### config.mk
export PLATFORM = sky130hd
export DESIGN_NAME = sorted_priority_queue_with_skip_core
export DESIGN_NICKNAME = d
export VERILOG_FILES = /design/src/rtl/spq_pkg.sv /design/src/rtl/spq_ram.sv /design/src/rtl/spq_ctrl.sv /design/src/rtl/spq_datapath.sv /design/src/rtl/sorted_priority_queue_with_skip_core.sv
export SDC_FILE = /design/constraint.sdc
export NUM_CORES = 2
export LEC_CHECK = 0
export CORE_MARGIN = 3
export CORE_UTILIZATION = 50
export DETAILED_ROUTE_END_ITERATION = 10
export DONT_BUFFER_PORTS = 1
export PLACE_DENSITY = 0.73
export SYNTH_ARGS = -nofsm -noshare
export SYNTH_HDL_FRONTEND = slang
export SYNTH_SLANG_ARGS = --single-unit
### constraint.sdc
create_clock -name clk -period 15.64 [get_ports clk]
set_clock_uncertainty 0.1 [all_clocks]
set_input_delay 1.564 -clock clk [delete_from_list [all_inputs] [get_ports clk]]
set_output_delay 1.564 -clock clk [all_outputs]
set_load 0.1 [all_outputs]
### src/rtl/spq_pkg.sv
// Shared types, constants and codes of the sorted priority queue with skip.
package spq_pkg;

  localparam int DEPTH = 64;
  localparam int IW    = $clog2(DEPTH);
  localparam int CW    = $clog2(DEPTH + 1);
  localparam int EW    = 33;

  localparam logic [3:0] CMD_CLEAR     = 4'd0;
  localparam logic [3:0] CMD_INSERT    = 4'd1;
  localparam logic [3:0] CMD_INS_HIGH  = 4'd2;
  localparam logic [3:0] CMD_INS_LOW   = 4'd3;
  localparam logic [3:0] CMD_PEEK_TOP  = 4'd4;
  localparam logic [3:0] CMD_PEEK_CUR  = 4'd5;
  localparam logic [3:0] CMD_SKIP      = 4'd6;
  localparam logic [3:0] CMD_POP_TOP   = 4'd7;
  localparam logic [3:0] CMD_POP_CUR   = 4'd8;
  localparam logic [3:0] CMD_RMV_TYPE  = 4'd9;
  localparam logic [3:0] CMD_CNT_TYPE  = 4'd10;
  localparam logic [3:0] CMD_CONTAINS  = 4'd11;

  localparam logic [1:0] ST_OK      = 2'd0;
  localparam logic [1:0] ST_EMPTY   = 2'd1;
  localparam logic [1:0] ST_FULL    = 2'd2;
  localparam logic [1:0] ST_REFUSED = 2'd3;

  localparam logic [9:0] SPACING_RST = 10'd10;

  typedef struct packed {
    logic               blocking;
    logic signed [15:0] prio;
    logic        [15:0] etype;
  } entry_t;

  // controller to datapath
  typedef struct packed {
    logic load;
    logic setup;
    logic walk;
    logic finish;
  } ctrl_t;

  // datapath to controller
  typedef struct packed {
    logic need_walk;
    logic walk_done;
    logic out_free;
  } stat_t;

endpackage

### src/rtl/spq_ram.sv
// Generic single write, single read RAM with registered read data.
module spq_ram #(
  parameter int WIDTH = 8,
  parameter int DEPTH = 16
) (
  input  logic                     clk,
  input  logic                     we,
  input  logic [$clog2(DEPTH)-1:0] waddr,
  input  logic [WIDTH-1:0]         wdata,
  input  logic                     re,
  input  logic [$clog2(DEPTH)-1:0] raddr,
  output logic [WIDTH-1:0]         rdata
);

  logic [WIDTH-1:0] mem [DEPTH];

  // write and registered read
  always_ff @(posedge clk) begin
    if (we) begin
      mem[waddr] <= wdata;
    end
    if (re) begin
      rdata <= mem[raddr];
    end
  end

endmodule

### src/rtl/spq_ctrl.sv
// Command sequencer: accept, set up, walk the store if needed, deliver the result.
module spq_ctrl (
  input  logic           clk,
  input  logic           rst_n,
  input  logic           in_tvalid,
  output logic           in_tready,
  input  spq_pkg::stat_t stat,
  output spq_pkg::ctrl_t ctrl
);
  import spq_pkg::*;

  typedef enum logic [3:0] {
    S_IDLE   = 4'b0001,
    S_SETUP  = 4'b0010,
    S_WALK   = 4'b0100,
    S_FINISH = 4'b1000
  } state_t;

  state_t state_r, state_nxt;

  assign in_tready = (state_r == S_IDLE);

  // next state
  always_comb begin
    state_nxt = state_r;
    case (state_r)
      S_IDLE:   if (in_tvalid) state_nxt = S_SETUP;
      S_SETUP:  state_nxt = stat.need_walk ? S_WALK : S_FINISH;
      S_WALK:   if (stat.walk_done) state_nxt = S_FINISH;
      S_FINISH: if (stat.out_free) state_nxt = S_IDLE;
      default:  state_nxt = S_IDLE;
    endcase
  end

  always_ff @(posedge clk) begin
    if (!rst_n) begin
      state_r <= S_IDLE;
    end else begin
      state_r <= state_nxt;
    end
  end

  // commands
  always_comb begin
    ctrl.load   = (state_r == S_IDLE) && in_tvalid;
    ctrl.setup  = (state_r == S_SETUP);
    ctrl.walk   = (state_r == S_WALK);
    ctrl.finish = (state_r == S_FINISH) && stat.out_free;
  end

endmodule

### src/rtl/spq_datapath.sv
// Queue state, store walker and result register.
module spq_datapath (
  input  logic           clk,
  input  logic           rst_n,
  input  logic [39:0]    in_tdata,
  input  logic           cfg_we,
  input  logic [9:0]     cfg_wdata,
  input  spq_pkg::ctrl_t ctrl,
  output spq_pkg::stat_t stat,
  output logic           out_tvalid,
  input  logic           out_tready,
  output logic [55:0]    out_tdata
);
  import spq_pkg::*;

  typedef enum logic [2:0] {
    W_INS, W_POP, W_RMV, W_CNT, W_ONE
  } walk_t;

  // latched command
  logic [3:0]         cmd_r;
  logic [15:0]        ityp_r;
  logic signed [15:0] iprio_r;
  logic               iblk_r;

  // queue state
  logic [CW-1:0]      cnt_r;
  logic [IW-1:0]      skip_r;
  logic signed [15:0] hi_r, lo_r;
  logic [9:0]         spacing_r;

  // walk state
  logic signed [15:0] p_r;
  logic               front_r;
  logic [1:0]         st_r;
  walk_t              mode_r;
  logic               iss_r, up_r, rv_r;
  logic [IW-1:0]      rptr_r, end_r, ridx_r, pos_r;
  logic [CW-1:0]      acc_r, n_r;
  logic signed [15:0] hp_r;
  entry_t             item_r;

  // result register
  logic               ov_r;
  logic [55:0]        od_r;

  // store port
  logic               we, re;
  logic [IW-1:0]      waddr, raddr;
  entry_t             wdata, rd;
  logic [EW-1:0]      rdata;

  assign rd = entry_t'(rdata);

  spq_ram #(.WIDTH(EW), .DEPTH(DEPTH)) u_store (
    .clk   (clk),
    .we    (we),
    .waddr (waddr),
    .wdata (wdata),
    .re    (re),
    .raddr (raddr),
    .rdata (rdata)
  );

  // relative priorities, saturated
  logic signed [16:0] sum_hi, dif_lo;
  logic signed [15:0] p_hi, p_lo, p_calc;
  always_comb begin
    sum_hi = {hi_r[15], hi_r} + $signed({7'd0, spacing_r});
    dif_lo = {lo_r[15], lo_r} - $signed({7'd0, spacing_r});
    p_hi = (sum_hi[16] != sum_hi[15]) ? (sum_hi[16] ? 16'sh8000 : 16'sh7fff)
                                      : sum_hi[15:0];
    p_lo = (dif_lo[16] != dif_lo[15]) ? (dif_lo[16] ? 16'sh8000 : 16'sh7fff)
                                      : dif_lo[15:0];
    case (cmd_r)
      CMD_INS_HIGH: p_calc = p_hi;
      CMD_INS_LOW:  p_calc = p_lo;
      default:      p_calc = iprio_r;
    endcase
  end

  logic is_ins;
  assign is_ins = (cmd_r == CMD_INSERT) || (cmd_r == CMD_INS_HIGH) ||
                  (cmd_r == CMD_INS_LOW);

  // set-up decode
  logic               empty, full, cur_ok, skip_ok, s_walk, s_front;
  logic [IW-1:0]      top_idx, cur_idx, s_start, s_end, s_pos;
  logic [1:0]         s_st;
  walk_t              s_mode;
  logic signed [15:0] lo_eff;
  always_comb begin
    empty   = (cnt_r == '0);
    full    = (cnt_r == CW'(DEPTH));
    top_idx = IW'(cnt_r - CW'(1));
    cur_idx = IW'(cnt_r - CW'(1) - CW'(skip_r));
    cur_ok  = CW'(skip_r) < cnt_r;
    skip_ok = ((CW+1)'(skip_r) + (CW+1)'(1)) < (CW+1)'(cnt_r);
    lo_eff  = empty ? p_calc : lo_r;
    s_front = (p_calc <= lo_eff);
    s_walk  = 1'b0;
    s_mode  = W_ONE;
    s_start = top_idx;
    s_end   = top_idx;
    s_pos   = '0;
    s_st    = ST_OK;
    case (cmd_r)
      CMD_INSERT, CMD_INS_HIGH, CMD_INS_LOW: begin
        if (full) begin
          s_st = ST_FULL;
        end else if (!empty) begin
          s_walk = 1'b1;
          s_mode = W_INS;
          s_end  = '0;
        end
      end
      CMD_PEEK_TOP: begin
        if (empty) s_st = ST_EMPTY;
        else s_walk = 1'b1;
      end
      CMD_PEEK_CUR: begin
        if (!cur_ok) begin
          s_st = ST_EMPTY;
        end else begin
          s_walk  = 1'b1;
          s_start = cur_idx;
          s_end   = cur_idx;
        end
      end
      CMD_SKIP: begin
        if (!skip_ok) begin
          s_st = ST_REFUSED;
        end else begin
          s_walk  = 1'b1;
          s_start = cur_idx;
          s_end   = cur_idx;
        end
      end
      CMD_POP_TOP, CMD_POP_CUR: begin
        s_pos = (cmd_r == CMD_POP_TOP) ? top_idx : cur_idx;
        if ((cmd_r == CMD_POP_TOP) ? empty : !cur_ok) begin
          s_st = ST_EMPTY;
        end else begin
          s_walk  = 1'b1;
          s_mode  = W_POP;
          // start one below a top pop to pick up the new top priority
          s_start = (s_pos == top_idx && s_pos != '0) ? s_pos - IW'(1) : s_pos;
        end
      end
      CMD_RMV_TYPE, CMD_CNT_TYPE, CMD_CONTAINS: begin
        if (!empty) begin
          s_walk  = 1'b1;
          s_mode  = (cmd_r == CMD_RMV_TYPE) ? W_RMV : W_CNT;
          s_start = '0;
        end
      end
      default: s_walk = 1'b0;
    endcase
  end

  // arrivals from the store during the walk
  logic arr, stop, match;
  always_comb begin
    arr   = ctrl.walk && rv_r;
    match = (rd.etype == ityp_r);
    stop  = (mode_r == W_INS) && !front_r && (rd.prio <= p_r);
    re    = ctrl.walk && iss_r;
    raddr = rptr_r;
    we    = 1'b0;
    waddr = '0;
    wdata = rd;
    if (arr) begin
      case (mode_r)
        W_INS: begin
          we    = !stop;
          waddr = ridx_r + IW'(1);
        end
        W_POP: begin
          we    = (ridx_r > pos_r);
          waddr = ridx_r - IW'(1);
        end
        W_RMV: begin
          we    = !match;
          waddr = IW'(n_r);
        end
        default: we = 1'b0;
      endcase
    end
    if (ctrl.finish && is_ins && st_r == ST_OK) begin
      we    = 1'b1;
      waddr = pos_r;
      wdata = '{blocking: iblk_r, prio: p_r, etype: ityp_r};
    end
  end

  assign stat.need_walk = s_walk;
  assign stat.walk_done = arr && (stop || ridx_r == end_r);
  assign stat.out_free  = !ov_r || out_tready;

  // final values of the command
  logic [CW-1:0]      cnt_f, cnt_m1;
  logic [IW-1:0]      skip_f;
  logic signed [15:0] hi_f, lo_f;
  logic [1:0]         st_f;
  entry_t             oi_f;
  logic [6:0]         tc_f;
  logic               fd_f;
  always_comb begin
    cnt_m1 = cnt_r - CW'(1);
    cnt_f  = cnt_r;
    skip_f = skip_r;
    hi_f   = hi_r;
    lo_f   = lo_r;
    st_f   = st_r;
    oi_f   = '0;
    tc_f   = '0;
    fd_f   = 1'b0;
    case (cmd_r)
      CMD_CLEAR: begin
        cnt_f = '0;
        hi_f  = '0;
        lo_f  = '0;
      end
      CMD_INSERT, CMD_INS_HIGH, CMD_INS_LOW: begin
        if (st_r == ST_OK) begin
          cnt_f = cnt_r + CW'(1);
          hi_f  = (p_r > hi_r) ? p_r : hi_r;
          lo_f  = (p_r < lo_r) ? p_r : lo_r;
          oi_f  = '{blocking: iblk_r, prio: p_r, etype: ityp_r};
        end
      end
      CMD_PEEK_TOP, CMD_PEEK_CUR: begin
        if (st_r == ST_OK) oi_f = item_r;
      end
      CMD_SKIP: begin
        if (st_r == ST_OK && !item_r.blocking) skip_f = skip_r + IW'(1);
        else st_f = ST_REFUSED;
      end
      CMD_POP_TOP, CMD_POP_CUR: begin
        if (st_r == ST_OK) begin
          oi_f  = item_r;
          cnt_f = cnt_m1;
          hi_f  = (cnt_m1 == '0) ? 16'sd0 : hp_r;
          lo_f  = (cnt_m1 == '0) ? 16'sd0 : lo_r;
        end
      end
      CMD_RMV_TYPE: begin
        cnt_f = n_r;
        tc_f  = 7'(acc_r);
      end
      CMD_CNT_TYPE: tc_f = 7'(acc_r);
      CMD_CONTAINS: fd_f = (acc_r != '0);
      default: cnt_f = cnt_r;
    endcase
  end

  // queue state and configuration
  always_ff @(posedge clk) begin
    if (!rst_n) begin
      cnt_r     <= '0;
      skip_r    <= '0;
      hi_r      <= '0;
      lo_r      <= '0;
      spacing_r <= SPACING_RST;
      ov_r      <= 1'b0;
      iss_r     <= 1'b0;
      rv_r      <= 1'b0;
    end else begin
      if (cfg_we) spacing_r <= cfg_wdata;
      // take the command
      if (ctrl.load) begin
        cmd_r   <= in_tdata[3:0];
        ityp_r  <= in_tdata[19:4];
        iprio_r <= in_tdata[35:20];
        iblk_r  <= in_tdata[36];
      end
      // set up the walk
      if (ctrl.setup) begin
        p_r     <= p_calc;
        front_r <= s_front;
        st_r    <= s_st;
        mode_r  <= s_mode;
        iss_r   <= s_walk;
        up_r    <= (s_mode != W_INS);
        rptr_r  <= s_start;
        end_r   <= s_end;
        pos_r   <= s_pos;
        acc_r   <= '0;
        n_r     <= '0;
        rv_r    <= 1'b0;
        if (cmd_r == CMD_PEEK_TOP) skip_r <= '0;
        if (is_ins && empty) begin
          hi_r <= p_calc;
          lo_r <= p_calc;
        end
      end
      // issue reads, one per cycle; stop issuing once the walk is done
      if (ctrl.walk) begin
        ridx_r <= rptr_r;
        if (stat.walk_done) begin
          iss_r <= 1'b0;
          rv_r  <= 1'b0;
        end else begin
          rv_r <= iss_r;
          if (iss_r) begin
            if (rptr_r == end_r) iss_r <= 1'b0;
            else rptr_r <= up_r ? rptr_r + IW'(1) : rptr_r - IW'(1);
          end
        end
      end
      // process arrivals
      if (arr) begin
        case (mode_r)
          W_INS: begin
            if (stop) pos_r <= ridx_r + IW'(1);
            else if (ridx_r == '0) pos_r <= '0;
          end
          W_POP: begin
            if (ridx_r == pos_r) item_r <= rd;
            else hp_r <= rd.prio;
          end
          W_RMV: begin
            if (match) acc_r <= acc_r + CW'(1);
            else n_r <= n_r + CW'(1);
          end
          W_CNT: if (match) acc_r <= acc_r + CW'(1);
          default: item_r <= rd;
        endcase
      end
      // commit and present the result
      if (ctrl.finish) begin
        cnt_r  <= cnt_f;
        skip_r <= skip_f;
        hi_r   <= hi_f;
        lo_r   <= lo_f;
        ov_r   <= 1'b1;
        od_r   <= {6'd0, 7'(cnt_f), fd_f, tc_f, oi_f.blocking, oi_f.prio,
                   oi_f.etype, st_f};
      end else if (out_tready) begin
        ov_r <= 1'b0;
      end
    end
  end

  assign out_tvalid = ov_r;
  assign out_tdata  = od_r;

endmodule

### src/rtl/sorted_priority_queue_with_skip_core.sv
// Sorted priority queue with skip: top level.
// One command is handled at a time and gives one result transfer. A command
// either reads no store entry or reads the store one entry per cycle: peeks and
// skips read one entry, inserts walk down from the top until the insertion
// point, pops shift the entries above the removed one, and remove, count and
// contains scan all entries. A stalled result holds up the finish of the
// command that follows it. The walk is set by the single read and single write
// port of the entry store. The next command is taken while a result still waits
// on the output register.
module sorted_priority_queue_with_skip_core (
  input  logic        clk,
  input  logic        rst_n,
  input  logic        in_tvalid,
  output logic        in_tready,
  input  logic [39:0] in_tdata,   // command[3:0], item_type, item_priority, item_blocking
  output logic        out_tvalid,
  input  logic        out_tready,
  output logic [55:0] out_tdata,  // status[1:0], out_type, out_priority, out_blocking,
                                  // type_count, type_found, occupancy
  input  logic        cfg_we,
  input  logic [9:0]  cfg_wdata   // priority_spacing
);
  import spq_pkg::*;

  ctrl_t ctrl;
  stat_t stat;

  spq_ctrl u_ctrl (
    .clk       (clk),
    .rst_n     (rst_n),
    .in_tvalid (in_tvalid),
    .in_tready (in_tready),
    .stat      (stat),
    .ctrl      (ctrl)
  );

  spq_datapath u_dp (
    .clk        (clk),
    .rst_n      (rst_n),
    .in_tdata   (in_tdata),
    .cfg_we     (cfg_we),
    .cfg_wdata  (cfg_wdata),
    .ctrl       (ctrl),
    .stat       (stat),
    .out_tvalid (out_tvalid),
    .out_tready (out_tready),
    .out_tdata  (out_tdata)
  );

endmodule

==> results.txt <==
Summed over all failing endpoints, the final setup total negative slack is 0 ps. The basic-gate share of the synthesized area counting and, or, nand and nor cells is 3.45%. The static leakage power is about 34 nW.

Setup repair after global routing left no endpoint under its margin. The number of warnings printed during yosys synthesis is 0. The number of gates resized after CTS was 0. The critical path in this run is classified as flip-flop to flip-flop. Entering global routing, the biggest net connects 116 pins. Net switching is 21.1% of the power. In this run the core area contains 161 standard-cell rows. The residual overflow from global routing is 0. The post-route total power came out at 13.0 mW. The die covers 0.202 mm². In the synthesized netlist the async set-or-reset flop fraction comes to 0%.

The number of antenna violations at the first check in global routing is 14. In this run the count of I/O pins placed on the die edge is 113. For this design, the sink count on the clock tree is approximately 2.4k. The internal power component is 10.3 mW. The main combinational cell family by area after synthesis is multiplexers.

In this run the clock root is driven by a sky130_fd_sc_hd__clkbuf_16. The element type at the critical path start is a flip-flop. Derived from the worst setup path, the maximum achievable clock frequency is 166 MHz. The number of synthesized register bits is roughly 2.4k. The hold violation count in the final report came out at 0. Max-cap violations in this run came to 0. The area overhead of the layout relative to synthesis came out at 11.5%. The post-detailed-route via-to-cell ratio came out at 6.43. The ratio of cells with drive above 1 in the final layout came out at about a quarter. The maximum ir drop on the vdd rail is 116 µV. Counting stages on the worst path, the most repeated cell is sky130_fd_sc_hd__buf_4. The worst hold path begins at u_dp.iss_r$_SDFF_PN0_. For the worst-skew pair, the clock arrives at the later sink with an insertion delay of 870 ps. For this run, the register share of the synthesized area comes to 72.9%. TritonCTS created 223 clock buffers. The run finished with clean final reports. Yosys mapped a number of flops with a built-in enable equal to ~2.3k. The number of fillers in the final layout came out at 14.1k. Walking the worst path, the cells encountered are buf_4, buf_4, buf_4, buf_4, mux4_2, mux4_2, mux4_2. Buffers placed on the I/O ports in this run total 0. The total track usage came out at 23.9%. At the end of routability-driven placement, the weighted congestion stood at a little over 0.9. The slack of the critical path is 9610 ps.

The average cell area after synthesis came out at approximately 20 µm². The analysis attributes to net switching a power of approximately 2.7 mW. In this run the worst setup path begins at u_dp.raddr[1]$_DFFE_PP_. For the worst setup path, the data arrival time is 6510 ps. The worst setup path is captured at a flip-flop. The number of remaining DRC errors is 0. For this run, the leading register cell type out of synthesis is sky130_fd_sc_hd__edfxtp_1. Summing every instance area after synthesis gives slightly below 0.1 mm². The arithmetic-cell share of the synthesized area counting full adders, half adders and majority gates is under 10%.

The largest fanout of any net on the critical path is between 50 and 60. The via count is 50.4k. The post-CTS clock slew at the launch and capture registers of the worst setup and hold paths is 60 ps. The TritonCTS clock tree is built.

The worst path uses 38.5% of the clock period. The count of routing violations after the opening detailed-route iteration came out at slightly above 7k. The core region area came out at 0.194 mm². The highest-utilization routing layer at the global route stage is met2. The number of global-route vias before repair is 50.1k.

In this run, the clock network consumes 40.6% of the power. The count of antenna-violating nets left after detailed routing came out at 0. The post-synthesis compound-gate area fraction is 3.39%. At the placement stage, the worst setup path has a slack of 9680 ps. The met3 track demand over resource in global routing came out at 5.63%. The launch instance of the worst register-to-register path is u_dp.raddr[1]$_DFFE_PP_. The final-report setup violation count came out at 0.

The mean routed wirelength per cell is 30.7 µm. Multiplexer cells account for 16.3% of the synthesized area. After detailed routing, the total wire length is around 240 mm. The longest clock path from root to sink contains 3 buffers.

In this run the post-CTS setup repair buffer count came out at 0. The worst endpoint required time is 16130 ps. Hold repair after CTS inserted 0 buffers. The first global-routing pass estimated around 350 mm of wire. In this run the power density over the cells is 119 mW/mm². The half-perimeter wire length of the detailed placement result is 139 mm. The global routing usage on met1 came out at 34.4%.

After synthesis, the netlist uses 106 different library cells. The y dimension of the die is 449 µm. The initial core utilization came out at between 50% and 60%.

The worst max-slew margin expressed relative to the limit came out at a little under a quarter. The number of slew-limit violations in the final report came out at 0. The shortest clock period the worst path allows after layout came out at roughly 6000 ps.

The largest incremental delay on the critical path is 890 ps. The total iterations of the first detailed-routing run came out at 6. After Yosys synthesis, XOR and XNOR cells account for less than 1% of the synthesized area. The largest individual stage delay along the critical path comes from the cell sky130_fd_sc_hd__edfxtp_1. The slew at the pin closest to its max-slew limit came out at 1150 ps. Global routing used 36.6% of the available met2 tracks.

The die is 449 µm wide. The part of the power in combinational logic came out at 5.5%. Synthesis produced between 4k and 5k cells. The type of the worst min-delay path is flip-flop to flip-flop. The number of levels the H-tree was split into is 4.

The relative contribution of sequential cells to total power came out at 53.9%. The number of nets at the end of the flow came out at between 5k and 6k.
[path summary, 6_finish.rpt]
| path | cells past startpoint | slack (ps) | to |
|---|---|---|---|
| hold reg to reg | 2 | 360 | u_dp.iss_r$_SDFF_PN0_ |
| setup / recovery | 7 | 9610 | u_dp.u_store.rdata[9]$_DFFE_PP_ |
| setup reg to reg | 7 | 9610 | u_dp.u_store.rdata[9]$_DFFE_PP_ |
| hold / removal | 2 | 360 | u_dp.iss_r$_SDFF_PN0_ |
[stage by stage]
step	instances	hold slack (ps)	cell area, µm²	util (%)
after global placement	7436	332	102000	52.8
after floorplan	4898	324	98200	-
after detailed placement	7436	346	102000	52.8
after global routing	7834	376	109000	56.5
after CTS	7833	360	109000	56.5
final	7836	356	109000	56.5
[registers in the layout (all words and copies together), names as in the netlist, 7 cells and up]
register / count
u_dp.ityp_r: 16
u_dp.iprio_r: 16
u_dp.hi_r: 16
u_dp.cnt_r: 7
u_dp.u_store.mem: 2112
u_dp.spacing_r: 10
u_dp.u_store.rdata: 33
u_dp.n_r: 7
u_dp.p_r: 16
u_dp.hp_r: 16
u_dp.acc_r: 7
u_dp.item_r: 33
u_dp.out_tdata: 50
u_dp.lo_r: 16
[critical path: cells and delay by family (launching register included)]
| kind | cells | cell delay [ps] |
|---|---|---|
| flip-flops | 1 | 890 |
| multiplexers | 3 | 1530 |
| buffers and inverters | 4 | 2950 |
[metal layers]
layer  routed length, µm  vias to the layer above
li1                    -                    20600
met1               94800                    26600
met2              113000                     2842
met3               25500                      375
met4                6560                        0
met5                   0                        -
[cell families after synthesis]
| group | Yosys count |
|---|---|
| xor gates and xnor gates | 78 |
| other | 1 |
| muxes | 730 |
| AOI/OAI and AO/OA | 493 |
| buffers and inverters | 364 |
| adders and majority gates | 130 |
| and+or+nand+nor | 693 |
| DFF | 2404 |
[placed cells by master, fill, tap and decap left out, types with 29 or more instances in the layout]
cell type	netlist	layout
sky130_fd_sc_hd__edfxtp_1	2342	2342
sky130_fd_sc_hd__mux4_2	693	693
sky130_fd_sc_hd__clkbuf_16	0	227
sky130_fd_sc_hd__nand2_1	220	219
sky130_fd_sc_hd__buf_4	11	180
sky130_fd_sc_hd__nor2_1	135	132
sky130_fd_sc_hd__ha_1	126	126
sky130_fd_sc_hd__inv_1	106	106
sky130_fd_sc_hd__o21ai_0	108	92
sky130_fd_sc_hd__a21oi_1	87	87
sky130_fd_sc_hd__nor3_2	1	66
sky130_fd_sc_hd__dfxtp_1	62	62
sky130_fd_sc_hd__xnor2_1	55	55
sky130_fd_sc_hd__clkinv_1	1	52
sky130_fd_sc_hd__a22oi_1	46	46
sky130_fd_sc_hd__clkbuf_1	151	46
sky130_fd_sc_hd__nand3_1	44	44
sky130_fd_sc_hd__nor3_1	105	40
sky130_fd_sc_hd__a21o_1	31	31
sky130_fd_sc_hd__a31oi_1	30	30
sky130_fd_sc_hd__mux2i_1	30	30
sky130_fd_sc_hd__nor2b_1	30	29
[area by class of cell]
class	instances	area (µm²)	share of cell area, %
diodes	3	7.51	0.00686
clock buffers	277	5910	5.40
clock inverters	120	1140	1.05
inverters	109	409	0.374
multi-input cells	2130	25700	23.5
flip-flops and latches	2404	71600	65.4
well taps	2608	3260	2.98
repair buffers	185	1460	1.33
[Yosys cell counts (all sizes together), types with 44 or more instances]
library cell	instances	area share (%)
xnor2	55	0.49
dfxtp	62	1.3
nor2	136	0.52
clkbuf	151	0.58
a22oi	46	0.35
nor3	106	0.55
nand2	221	0.85
nand3	44	0.22
mux4	693	16
ha	126	1.6
inv	108	0.41
o21ai	125	0.64
edfxtp	2342	72
a21oi	88	0.45
buf	104	0.53
[power groups by stage]
stage          Sequential (mW)  Combinational (mW)  Clock (mW)
2_1_floorplan             7.13               0.524           0
4_1_cts                   7.01               0.720        5.36
3_3_place_gp              7.15               0.708           0
3_5_place_dp              7.15               0.714           0
5_1_grt                   7.01               0.763        5.62
6_report                  7.01               0.717        5.28
(Power assumes the default switching activity.)
